<file path="config.mk">
export PLATFORM = sky130hd
export DESIGN_NAME = idle_load_per_subframe_monitor
export DESIGN_NICKNAME = d
export VERILOG_FILES = /design/src/rtl/core/ilm_pkg.sv /design/src/rtl/core/idle_load_per_subframe_monitor.sv /design/src/rtl/core/ilm_scale.sv
export VERILOG_INCLUDE_DIRS = /design/src /design/src/rtl/core
export SDC_FILE = /design/constraint.sdc
export NUM_CORES = 1
export LEC_CHECK = 0
export ABC_CLOCK_PERIOD_IN_PS = 8400
export BUFFER_PORTS_ARGS = -buffer_cell sky130_fd_sc_hd__buf_2
export CAP_MARGIN = 20
export CORE_ASPECT_RATIO = 1.4
export CORE_MARGIN = 2
export CORE_UTILIZATION = 50
export DETAILED_ROUTE_END_ITERATION = 10
export GPL_ROUTABILITY_DRIVEN = 0
export PLACE_DENSITY = 0.63
export RECOVER_POWER = 100
export SETUP_SLACK_MARGIN = 0.3
export SYNTH_ARGS = -nofsm -noshare
export SYNTH_HDL_FRONTEND = slang
export SYNTH_SLANG_ARGS = --single-unit
</file>
<file path="constraint.sdc">
create_clock -name clk -period 8.4 [get_ports clk]
set_clock_uncertainty 0.05 [all_clocks]
set_input_delay 0.84 -clock clk [delete_from_list [all_inputs] [get_ports clk]]
set_output_delay 0.84 -clock clk [all_outputs]
set_load 0.02 [all_outputs]
</file>
<file path="src/rtl/core/idle_load_per_subframe_monitor_assert.svh">
// Assertion macros used by the idle-load monitor top level.
`ifndef IDLE_LOAD_PER_SUBFRAME_MONITOR_ASSERT_SVH
`define IDLE_LOAD_PER_SUBFRAME_MONITOR_ASSERT_SVH

// Checked on every clock edge outside reset.
`define ILM_ASSERT(label, prop, msg) \
  label: assert property (@(posedge clk) disable iff (!rst_n) prop) else $error(msg);

// Also skips the first edge after reset is released.
`define ILM_ASSERT_STEADY(label, expr, msg) \
  label: assert property (@(posedge clk) disable iff (!rst_n) $past(rst_n) |-> (expr)) \
    else $error(msg);

`endif

</file>
<file path="src/rtl/core/ilm_pkg.sv">
// Package for the idle-load monitor: widths, defaults, beat and control types.
package ilm_pkg;

  localparam int COUNT_BITS_DEF = 32;
  localparam int FS_W           = 10;
  localparam int SF_W           = 8;
  localparam int TIME_W         = 16;

  localparam logic [FS_W-1:0] FULL_SCALE_RST = 10'd100;

  typedef struct packed {
    logic [SF_W-1:0]   subframe_index;
    logic [TIME_W-1:0] time_in_frame;
  } in_beat_t;

  typedef struct packed {
    logic [FS_W-1:0]   idle_ms;
    logic [TIME_W-1:0] frame_time;
    logic [SF_W-1:0]   finished_subframe;
  } out_beat_t;

  // Sequencer -> scale unit
  typedef struct packed {
    logic start;
  } scale_ctl_t;

  // Scale unit -> sequencer
  typedef struct packed {
    logic busy;
    logic done;
  } scale_sts_t;

endpackage

</file>
<file path="src/rtl/core/idle_load_per_subframe_monitor.sv">
// Top level of the idle-load monitor: tick counting, sequencer, output register.
// Usage:
//   Input channel (in_valid/in_stall/in_data): one beat per idle-loop tick,
//   carrying the running subframe index and the time in frame.
//   Output channel (out_valid/out_stall/out_data): one beat per subframe
//   boundary with the idle share of the finished subframe, scaled to
//   full_scale, plus the boundary time and the finished subframe index.
//   cfg_we/cfg_wdata write full_scale; write it only while the block is idle.
// Timing:
//   A tick inside a subframe is accepted without a stall; in_stall stays low.
//   A boundary tick holds in_stall high through these steps: start is passed
//   and the product formed, one load, 10 quotient steps of the restoring
//   divider, done handed back, and the move into the output register.
//   out_valid rises with that last step; a result still stalled in the
//   output register adds its wait to both.
// Reset: the tick count, maximum and the seen-a-subframe flag clear; full_scale
//   returns to 100. The first tick records its subframe and is counted too.
// Back-pressure: a waiting result sits in the output register while plain
//   ticks keep flowing; a second boundary result waits for it to drain.
`include "idle_load_per_subframe_monitor_assert.svh"
module idle_load_per_subframe_monitor #(
  parameter int COUNT_BITS = ilm_pkg::COUNT_BITS_DEF
) (
  input  logic                     clk,
  input  logic                     rst_n,
  input  logic                     in_valid,
  output logic                     in_stall,
  input  ilm_pkg::in_beat_t        in_data,
  output logic                     out_valid,
  input  logic                     out_stall,
  output ilm_pkg::out_beat_t       out_data,
  input  logic                     cfg_we,
  input  logic [ilm_pkg::FS_W-1:0] cfg_wdata
);

  localparam int FS_W   = ilm_pkg::FS_W;
  localparam int SF_W   = ilm_pkg::SF_W;
  localparam int TIME_W = ilm_pkg::TIME_W;
  localparam logic [COUNT_BITS-1:0] CNT_MAX = {COUNT_BITS{1'b1}};

  typedef enum logic [2:0] {
    ST_IDLE = 3'b001,
    ST_CALC = 3'b010,
    ST_EMIT = 3'b100
  } state_t;

  state_t                 state_r, state_nxt;
  logic [COUNT_BITS-1:0]  tick_r, tick_nxt;
  logic [COUNT_BITS-1:0]  max_r, max_nxt;
  logic [COUNT_BITS-1:0]  hold_r, hold_nxt;
  logic [SF_W-1:0]        prev_sf_r, prev_sf_nxt;
  logic                   prev_vld_r, prev_vld_nxt;
  logic [SF_W-1:0]        fin_sf_r, fin_sf_nxt;
  logic [TIME_W-1:0]      time_r, time_nxt;
  logic [FS_W-1:0]        fs_r, fs_nxt;
  logic                   start_r, start_nxt;
  logic                   out_valid_r, out_valid_nxt;
  ilm_pkg::out_beat_t     out_data_r, out_data_nxt;

  logic                   in_fire;
  logic                   boundary;
  logic [COUNT_BITS-1:0]  tick_inc;
  logic                   out_free;
  logic [FS_W-1:0]        idle_val;

  ilm_pkg::scale_ctl_t    sc_ctl;
  ilm_pkg::scale_sts_t    sc_sts;
  logic [FS_W-1:0]        sc_quot;

  assign in_stall = (state_r != ST_IDLE);
  assign in_fire  = in_valid && !in_stall;
  // saturating tick count, current tick included
  assign tick_inc = (tick_r == CNT_MAX) ? tick_r : tick_r + 1'b1;
  assign boundary = prev_vld_r && (in_data.subframe_index != prev_sf_r);
  assign out_free = !out_valid_r || !out_stall;
  // quotient cannot pass full_scale since count <= max; clamp kept as a guard
  assign idle_val = (sc_quot > fs_r) ? fs_r : sc_quot;

  assign sc_ctl.start = start_r;

  ilm_scale #(
    .COUNT_BITS (COUNT_BITS)
  ) u_scale (
    .clk   (clk),
    .rst_n (rst_n),
    .ctl   (sc_ctl),
    .count (hold_r),
    .top   (max_r),
    .scale (fs_r),
    .sts   (sc_sts),
    .quot  (sc_quot)
  );

  always_comb begin
    state_nxt     = state_r;
    tick_nxt      = tick_r;
    max_nxt       = max_r;
    hold_nxt      = hold_r;
    prev_sf_nxt   = prev_sf_r;
    prev_vld_nxt  = prev_vld_r;
    fin_sf_nxt    = fin_sf_r;
    time_nxt      = time_r;
    fs_nxt        = cfg_we ? cfg_wdata : fs_r;
    start_nxt     = 1'b0;
    out_valid_nxt = out_valid_r && out_stall;
    out_data_nxt  = out_data_r;
    case (state_r)
      ST_IDLE: begin
        if (in_fire) begin
          prev_sf_nxt  = in_data.subframe_index;
          prev_vld_nxt = 1'b1;
          if (boundary) begin
            tick_nxt   = '0;
            max_nxt    = (tick_inc > max_r) ? tick_inc : max_r;
            hold_nxt   = tick_inc;
            fin_sf_nxt = prev_sf_r;
            time_nxt   = in_data.time_in_frame;
            start_nxt  = 1'b1;
            state_nxt  = ST_CALC;
          end else begin
            tick_nxt = tick_inc;
          end
        end
      end
      ST_CALC: begin
        if (sc_sts.done) begin
          state_nxt = ST_EMIT;
        end
      end
      ST_EMIT: begin
        if (out_free) begin
          out_valid_nxt                = 1'b1;
          out_data_nxt.idle_ms         = idle_val;
          out_data_nxt.frame_time      = time_r;
          out_data_nxt.finished_subframe = fin_sf_r;
          state_nxt                    = ST_IDLE;
        end
      end
      default: begin
        state_nxt = ST_IDLE;
      end
    endcase
  end

  always_ff @(posedge clk) begin
    if (!rst_n) begin
      state_r     <= ST_IDLE;
      tick_r      <= '0;
      max_r       <= '0;
      prev_sf_r   <= '0;
      prev_vld_r  <= 1'b0;
      fs_r        <= ilm_pkg::FULL_SCALE_RST;
      start_r     <= 1'b0;
      out_valid_r <= 1'b0;
    end else begin
      state_r     <= state_nxt;
      tick_r      <= tick_nxt;
      max_r       <= max_nxt;
      prev_sf_r   <= prev_sf_nxt;
      prev_vld_r  <= prev_vld_nxt;
      fs_r        <= fs_nxt;
      start_r     <= start_nxt;
      out_valid_r <= out_valid_nxt;
    end
  end

  always_ff @(posedge clk) begin
    hold_r     <= hold_nxt;
    fin_sf_r   <= fin_sf_nxt;
    time_r     <= time_nxt;
    out_data_r <= out_data_nxt;
  end

  assign out_valid = out_valid_r;
  assign out_data  = out_data_r;

  // a new result only comes out of the emit state
  `ILM_ASSERT(a_out_from_emit, $rose(out_valid_r) |-> $past(state_r == ST_EMIT), "result without emit")
  // count restarts after every boundary beat
  `ILM_ASSERT(a_tick_clear, (in_fire && boundary) |=> (tick_r == '0), "tick count not cleared")
  // divider finishes only while the sequencer waits for it
  `ILM_ASSERT(a_done_in_calc, sc_sts.done |-> (state_r == ST_CALC), "divider done out of turn")
  // running maximum never drops
  `ILM_ASSERT_STEADY(a_max_mono, max_r >= $past(max_r), "maximum decreased")
  // divisor always covers the dividend count handed to the unit
  `ILM_ASSERT(a_hold_le_max, (state_r == ST_CALC) |-> (hold_r <= max_r), "count above maximum")
  // input stays closed while the divider works
  `ILM_ASSERT(a_busy_stall, sc_sts.busy |-> in_stall, "input open while divider busy")

endmodule

</file>
<file path="src/rtl/core/ilm_scale.sv">
// Iterative scale unit: count * scale / top, one quotient bit per cycle.
module ilm_scale #(
  parameter int COUNT_BITS = ilm_pkg::COUNT_BITS_DEF
) (
  input  logic                       clk,
  input  logic                       rst_n,
  input  ilm_pkg::scale_ctl_t        ctl,
  input  logic [COUNT_BITS-1:0]      count,
  input  logic [COUNT_BITS-1:0]      top,
  input  logic [ilm_pkg::FS_W-1:0]   scale,
  output ilm_pkg::scale_sts_t        sts,
  output logic [ilm_pkg::FS_W-1:0]   quot
);

  localparam int FS_W   = ilm_pkg::FS_W;
  localparam int PROD_W = COUNT_BITS + FS_W;
  localparam int STEP_W = $clog2(FS_W);
  localparam logic [STEP_W-1:0] LAST_STEP = STEP_W'(FS_W - 1);

  typedef enum logic [2:0] {
    SC_IDLE = 3'b001,
    SC_LOAD = 3'b010,
    SC_DIV  = 3'b100
  } sc_state_t;

  sc_state_t             state_r, state_nxt;
  logic [PROD_W-1:0]     prod_r, prod_nxt;
  logic [COUNT_BITS-1:0] div_r, div_nxt;
  logic [COUNT_BITS-1:0] rem_r, rem_nxt;
  logic [FS_W-1:0]       lo_r, lo_nxt;
  logic [FS_W-1:0]       q_r, q_nxt;
  logic [STEP_W-1:0]     step_r, step_nxt;
  logic                  done_r, done_nxt;

  logic [COUNT_BITS:0]   trial;
  logic [COUNT_BITS:0]   diff;
  logic                  ge;

  // Restoring step: bring down the next product bit, subtract if it fits.
  // The high part of the product is already below the divisor because
  // count <= top and scale < 2^FS_W, so FS_W steps give the full quotient.
  assign trial = {rem_r, lo_r[FS_W-1]};
  assign diff  = trial - {1'b0, div_r};
  assign ge    = (trial >= {1'b0, div_r});

  always_comb begin
    state_nxt = state_r;
    prod_nxt  = prod_r;
    div_nxt   = div_r;
    rem_nxt   = rem_r;
    lo_nxt    = lo_r;
    q_nxt     = q_r;
    step_nxt  = step_r;
    done_nxt  = 1'b0;
    case (state_r)
      SC_IDLE: begin
        if (ctl.start) begin
          prod_nxt  = {{FS_W{1'b0}}, count} * {{COUNT_BITS{1'b0}}, scale};
          div_nxt   = top;
          state_nxt = SC_LOAD;
        end
      end
      SC_LOAD: begin
        rem_nxt   = prod_r[PROD_W-1:FS_W];
        lo_nxt    = prod_r[FS_W-1:0];
        q_nxt     = '0;
        step_nxt  = '0;
        state_nxt = SC_DIV;
      end
      SC_DIV: begin
        rem_nxt  = ge ? diff[COUNT_BITS-1:0] : trial[COUNT_BITS-1:0];
        q_nxt    = {q_r[FS_W-2:0], ge};
        lo_nxt   = {lo_r[FS_W-2:0], 1'b0};
        step_nxt = step_r + 1'b1;
        if (step_r == LAST_STEP) begin
          done_nxt  = 1'b1;
          state_nxt = SC_IDLE;
        end
      end
      default: begin
        state_nxt = SC_IDLE;
      end
    endcase
  end

  always_ff @(posedge clk) begin
    if (!rst_n) begin
      state_r <= SC_IDLE;
      done_r  <= 1'b0;
    end else begin
      state_r <= state_nxt;
      done_r  <= done_nxt;
    end
  end

  always_ff @(posedge clk) begin
    prod_r <= prod_nxt;
    div_r  <= div_nxt;
    rem_r  <= rem_nxt;
    lo_r   <= lo_nxt;
    q_r    <= q_nxt;
    step_r <= step_nxt;
  end

  assign sts.busy = (state_r != SC_IDLE);
  assign sts.done = done_r;
  assign quot     = q_r;

endmodule
</file>
==> reports/qor.yml, run 1 <==
sta:
  hold_viol: 0
  rsz0062_at_grt: "no"
  period_minus_slack_ps: 7510
  max_slew.worst_pin.slew_ps: 4060
  setup_violations: 0
  slew_viol_final: 430
  post-route-period-util: 0.894
  tns_ps: 0
  slew-limit-headroom: -1.70
  fmax_ghz: 0.133
  holdWs_ps: 370
synthesis:
  ys_async_sr_fraction: 0
  ys_ff_latch: 312
  synth_area_sq_um: 25000
  synth_ff_type: "edfxtp_1"
  yosys_warnings: 0
  synth_edf_count: 220
  syn-num-nets: 2931
  synth_cell_types: 75
  seq_area_frac_synth: 0.338
  syn_inst: 2499
  syn_avg_cell_area_sq_um: 10.0
clock_tree:
  numCtsBuffers: 34
  post-cts-setup-buffer-count: 0
  cts_hold_buffers: 0
  cts-htree-levels: 2
  clk_latency_ps: 570
  post_cts_resized: 0
  cts-root-buf: "clkbuf_16"
  path_clk_slew_ps: 70
  cts_sinks: 312
  clock_path_buffers: 3
  cts_tree: "built"
run_status:
  violations: "capacitance limit, slew limit"
  outcome: "finished with violations"
grt:
  use_met3: 0.0237
  antenna_found_initial: 1
  grt.met2_usage: 0.457
  grt_overflow_total: 0
  grt.busiest_layer: "met2"
  grt_pass1_wl_mm: 100
  use_met1: 0.297
  grt_pass1_vias: 18800
  grt_use_total: 0.251
  grt_max_degree: 80
floorplan:
  io-pin-count: 75
  fp.dieW_microns: 193
  die_area_sq_um: 51800
  rows: 96
  start_util: 0.507
  coreArea_sq_um: 49200
  die_height_microns: 268
min_path:
  hold_end: "out_data[13]"
  hp-class: "reg -> reg"
  hold_depth: 0
  hp-start: "time_r[5]"
cells_and_area:
  final_cell_area_sq_um: 26800
  antenna_cells: 0
  drive_above_1_share: 0.0472
  finish.utilization: 0.545
  area_growth_pct: 7.47
  nFillCells: 4412
  nets: 2946
routing:
  wl_mm: 62.7
  vias: 17900
  drc: 0
  dr.pass1.iters: 7
  viasPerCell: 5.63
  final_antenna_net_count: 0
  avgRoutedWirePerCell_microns: 19.7
  drt_iter0_markers: 1196
pwr:
  leakage_nw: 11.8
  switching_share: 0.311
  intPower_w: 0.00294
  p_clk_frac: 0.346
  ir_drop_mv: 0.170
  p_per_area_nw_per_um2: 159
  seqPwrFrac: 0.410
  switching_power_w: 0.00133
  power_w: 0.00427
  power_frac_comb: 0.245
placement:
  dp_hpwl_mm: 47.4
  port_buffers: 74
  placed_cell_area_sq_um: 25900
setup_path:
  arrival_ps: 7750
  reg2reg_setup_slack_ps: 890
  worstSetupPathType: "reg -> reg"
  cp.required_ps: 8640
  rr_startpoint: "fs_r[6]"
  timing.rr.end: "u_scale.prod_r[39]"
  crit_path_end_kind: "register"
  cp-start-kind: "register"
  cp_max_fo: 24
  rr_worst_depth: 20
job:
  drv_cap: 9
==> through the flow <==
step	cells	worst slack [ps]
after floorplan	2499	2440
after global placement	3114	1760
after detailed placement	3114	1680
after CTS	3176	1630
after global routing	3177	587
final	3177	892
==> kinds of logic (layout without fill, tap and decap cells) <==
group | Yosys count | after routing | synth area share
AO/OA/AOI/OAI | 372 | 372 | 0.0958
buffers and inverters | 437 | 478 | 0.0673
adder cells (fa/ha/maj) | 393 | 393 | 0.269
multiplexers | 78 | 78 | 0.0318
flip-flops | 312 | 312 | 0.338
XOR/XNOR | 105 | 105 | 0.0368
AND/OR/NAND/NOR | 802 | 802 | 0.161
==> worst max path at each step <==
| stage | slack (ps) | end | start | depth (start not counted) |
|---|---|---|---|---|
| finish | 890 | u_scale.prod_r[39] | fs_r[6] | 20 |
| global route | 590 | u_scale.prod_r[39] | fs_r[6] | 20 |
| CTS | 1630 | u_scale.prod_r[39] | fs_r[4] | 19 |
| detailed placement | 1680 | u_scale.prod_r[39] | fs_r[4] | 19 |
| global placement | 1760 | u_scale.prod_r[39] | fs_r[2] | 22 |
| floorplan | 2440 | u_scale.prod_r[39] | fs_r[3] | 23 |
==> cell type report <==
cell class                      instances  area [sq um]  share of cell area
Sequential cell                       312          8450               0.315
Inverter                              310          1160              0.0433
Multi-Input combinational cell       1750         14900               0.554
Timing Repair Buffer                  106           475              0.0177
Clock inverter                         13           109             0.00405
Clock buffer                           49           977              0.0364
Tap cell                              637           797              0.0297
==> placed cells by master (no fill, tap or decap), drive strengths merged, types with 9 or more instances in the layout <==
cell / instances
xnor2: 63
nor3: 19
inv: 313
nand3: 31
a22oi: 23
mux2: 11
o21a: 20
a21oi: 99
nor2: 81
and3: 11
buf: 44
ha: 154
o21ai: 99
a21boi: 15
edfxtp: 220
clkbuf: 111
nor2b: 75
clkinv: 9
dfxtp: 92
nand2b: 13
nand2: 307
xor2: 42
o21bai: 15
nor4: 13
a21o: 39
nand4: 34
o211ai: 12
and2: 193
mux2i: 67
fa: 239
==> sequential cells by signal (all words and copies together) (netlist names), 10 cells and up <==
name and flops:
u_scale.rem_r 32, u_scale.div_r 32, hold_r 32, max_r 32, tick_r 32, u_scale.quot 10
u_scale.prod_r 42, fs_r 10, u_scale.lo_r 10, out_data 34, time_r 16
==> cells in the mapped netlist, types with 20 or more instances <==
library cell  number  share of area
dfxtp_1           92          0.074
clkbuf_1         102          0.015
ha_1             154          0.077
o21ai_0           90          0.018
nand4_1           34         0.0085
edfxtp_1         220           0.26
inv_1            310          0.047
nor2_1            80          0.012
xor2_1            42          0.015
nor2b_1           75          0.019
a22oi_1           23         0.0069
and2_1           192          0.048
a21oi_1           96          0.019
o21a_1            20         0.0060
nand2_1          307          0.046
fa_1             239           0.19
mux2i_1           67          0.027
a21o_1            38          0.011
xnor2_1           63          0.022
nand3_1           31         0.0062
==> power by group through the flow <==
stage | combinational (W) | clock [W] | sequential (W)
after CTS | 0.00106 | 0.00151 | 0.00175
final | 0.00104 | 0.00147 | 0.00175
after floorplan | 0.000792 | 0 | 0.00175
after detailed placement | 0.00105 | 0 | 0.00178
after global placement | 0.00104 | 0 | 0.00178
after global routing | 0.00117 | 0.00156 | 0.00175
==> routing by layer <==
metal  share of wire  vias up
met5               0        -
met4           0.046        0
met3           0.037      143
met2            0.53      478
met1            0.39     8983
li1                -     8292
==> critical path, cell delays in order (launching register included) <==
cell and delay [ps]:
dfxtp_1 510, clkbuf_1 890, nand2_1 200, fa_1 570, fa_1 500, inv_1 60
fa_1 500, fa_1 540, inv_1 60, fa_1 530, inv_1 40, ha_1 360
nand3_1 120, nor4_1 730, o21bai_1 210, a21oi_1 330, o41ai_2 170, o21ai_0 380
a21oi_1 170, o21ai_0 230, xor2_1 90
No activity file was read; power rests on OpenSTA's default activity.
==> run 2, diff against run 1 <==
==> constraint.sdc (replaced) <==
create_clock -name clk -period 8.4 [get_ports clk]
set_clock_uncertainty 0.05 [all_clocks]
set_input_delay 0.84 -clock clk [delete_from_list [all_inputs] [get_ports clk]]
set_output_delay 0.84 -clock clk [all_outputs]
set_load 0.005 [all_outputs]
==> run 2 against run 1 <==
Effect of this change:
- the run still ends with capacitance limit, slew limit left
- sequential share of layout area is essentially flat
- utilization is essentially flat
- wire length fell by 0.12%
- count of clock-buffer cells in the layout unchanged
- first-iteration DRC count down 0.17%
- total power about the same
- cell count is the same
==> reports/qor.yml, run 2 (same netlist as run 1, synthesis figures left out) <==
setup_path:
  timing.rr.end: "u_scale.prod_r[39]"
  rr_startpoint: "fs_r[6]"
  crit_top_cell: "fa_1"
  critPathMaxStageDelay_ps: 890
  rr_worst_depth: 20
  cp-start-kind: "register"
  worst_path_max_delay_cell: "clkbuf_1"
  crit_path_end_kind: "register"
  worstSetupPathType: "reg -> reg"
  cp_max_fo: 24
  cp.required_ps: 8640
  reg2reg_setup_slack_ps: 890
  crit_chain: "clkbuf_1, nand2_1, fa_1, fa_1, inv_1, fa_1, fa_1, inv_1, fa_1, inv_1, ha_1, nand3_1, nor4_1, o21bai_1, a21oi_1, o41ai_2, o21ai_0, a21oi_1, o21ai_0, xor2_1"
  arrival_ps: 7750
floorplan:
  coreArea_sq_um: 49200
  io-pin-count: 75
  rows: 96
  die_height_microns: 268
  die_area_sq_um: 51800
  start_util: 0.507
  fp.dieW_microns: 193
clock_tree:
  cts_hold_buffers: 0
  post_cts_resized: 0
  post-cts-setup-buffer-count: 0
  numCtsBuffers: 34
  path_clk_slew_ps: 70
  clock_path_buffers: 3
  cts_tree: "built"
  cts_sinks: 312
  clk_latency_ps: 570
  cts-htree-levels: 2
  cts-root-buf: "clkbuf_16"
cells_and_area:
  nFillCells: 4407
  ff_latch_area_sq_um: 8450
  drive_above_1_share: 0.0508
  multiInputGateArea_sq_um: 14900
  layout_commonest_cell: "inv_1"
  regMostFlops: "u_scale.prod_r"
  final_cell_mix: "inv_1, nand2_1, fa_1, edfxtp_1, and2_1"
  final_cells: 3177
  nets: 2946
  area_growth_pct: 7.51
  antenna_cells: 0
  largest_reg_flops: 42
routing:
  dr.pass1.iters: 6
  viasPerCell: 5.63
  avgRoutedWirePerCell_microns: 19.7
  top_layer_used: "met4"
  final_antenna_net_count: 0
  drt_iter0_markers: 1194
  wl_met2_mm: 33.2
  vias: 17900
  wl_met1_mm: 24.1
  drc: 0
  dr_wl_met3_mm: 2.34
  wl_mm: 62.6
run_status:
  violations: "capacitance limit, slew limit"
  outcome: "finished with violations"
grt:
  grt_pass1_vias: 18800
  grt_overflow_total: 0
  grt_max_degree: 80
  antenna_found_initial: 1
  grt_pass1_wl_mm: 100
  grt_use_total: 0.251
sta:
  rsz0062_at_grt: "no"
  tns_ps: 0
  setup_violations: 0
  post-route-period-util: 0.894
  fmax_ghz: 0.133
  hold_viol: 0
  max_slew.worst_pin.slew_ps: 4050
  period_minus_slack_ps: 7510
  slew-limit-headroom: -1.70
  slew_viol_final: 430
min_path:
  hold_end: "out_data[17]"
  hp-class: "reg -> reg"
  hold_depth: 0
  hp-start: "time_r[9]"
placement:
  dp_cells: 3114
  port_buffers: 74
  dp_hpwl_mm: 47.4
pwr:
  p_clk_frac: 0.345
  leakage_nw: 11.8
  seqPwrFrac: 0.410
  power_frac_comb: 0.245
  intPower_w: 0.00294
  switching_power_w: 0.00132
  switching_share: 0.310
  ir_drop_mv: 0.170
  p_per_area_nw_per_um2: 159
job:
  drv_cap: 9
==> run 2: cell count changes in the layout (fill, tap and decap cells not counted), sizes merged <==
| cell | change |
|---|---|
| buf | +9 |
| clkbuf | -9 |
==> run 2: worst max-delay path by stage <==
stage,start,end,slack [ps],cells after the start
floorplan,fs_r[3],u_scale.prod_r[39],2440,23
global placement,fs_r[2],u_scale.prod_r[39],1760,22
detailed placement,fs_r[4],u_scale.prod_r[39],1680,19
CTS,fs_r[4],u_scale.prod_r[39],1630,19
global route,fs_r[6],u_scale.prod_r[39],590,20
finish,fs_r[6],u_scale.prod_r[39],890,20
==> run 2: layout make-up <==
cell class | count | share of cell area
multi-input cells | 1750 | 0.554
flip-flops and latches | 312 | 0.315
inverters | 310 | 0.0433
clock buffers | 49 | 0.0364
well taps | 637 | 0.0297
repair buffers | 106 | 0.0181
clock inverters | 13 | 0.00405
==> run 2: through the flow <==
| step | setup slack (ps) | hold WS [ps] | utilization | total power (W) | area (sq um) |
|---|---|---|---|---|---|
| finish | 890 | 370 | 0.545 | 0.00426 | 26900 |
| global route | 587 | 375 | 0.545 | 0.00449 | 26900 |
| CTS | 1630 | 367 | 0.549 | 0.00432 | 27000 |
| detailed placement | 1680 | 355 | 0.527 | 0.00283 | 25900 |
| global placement | 1760 | 350 | 0.527 | 0.00281 | 25900 |
| floorplan | 2440 | 350 | - | 0.00254 | 25000 |
==> run 2: critical path: cells and delay by family, from the launching register on <==
kind | cells | cell delay, ps
adders and majority gates | 6 | 3000
AOI/OAI and AO/OA | 6 | 1490
buffers and inverters | 4 | 1050
and+or+nand+nor | 3 | 1050
DFF | 1 | 510
xor gates and xnor gates | 1 | 90
==> run 2: metal layers <==
layer  global-route usage  vias up
li1                     -     8292
met1                0.297     8971
met2                0.457      475
met3               0.0237      143
met4                0.116        0
met5                    0        -
==> run 2: power by group through the flow <==
stage          logic (W)  registers [W]  clock network [W]
2_1_floorplan   0.000791        0.00175                  0
3_3_place_gp     0.00104        0.00178                  0
3_5_place_dp     0.00105        0.00178                  0
4_1_cts          0.00106        0.00175            0.00151
5_1_grt          0.00117        0.00175            0.00156
6_report         0.00104        0.00175            0.00147
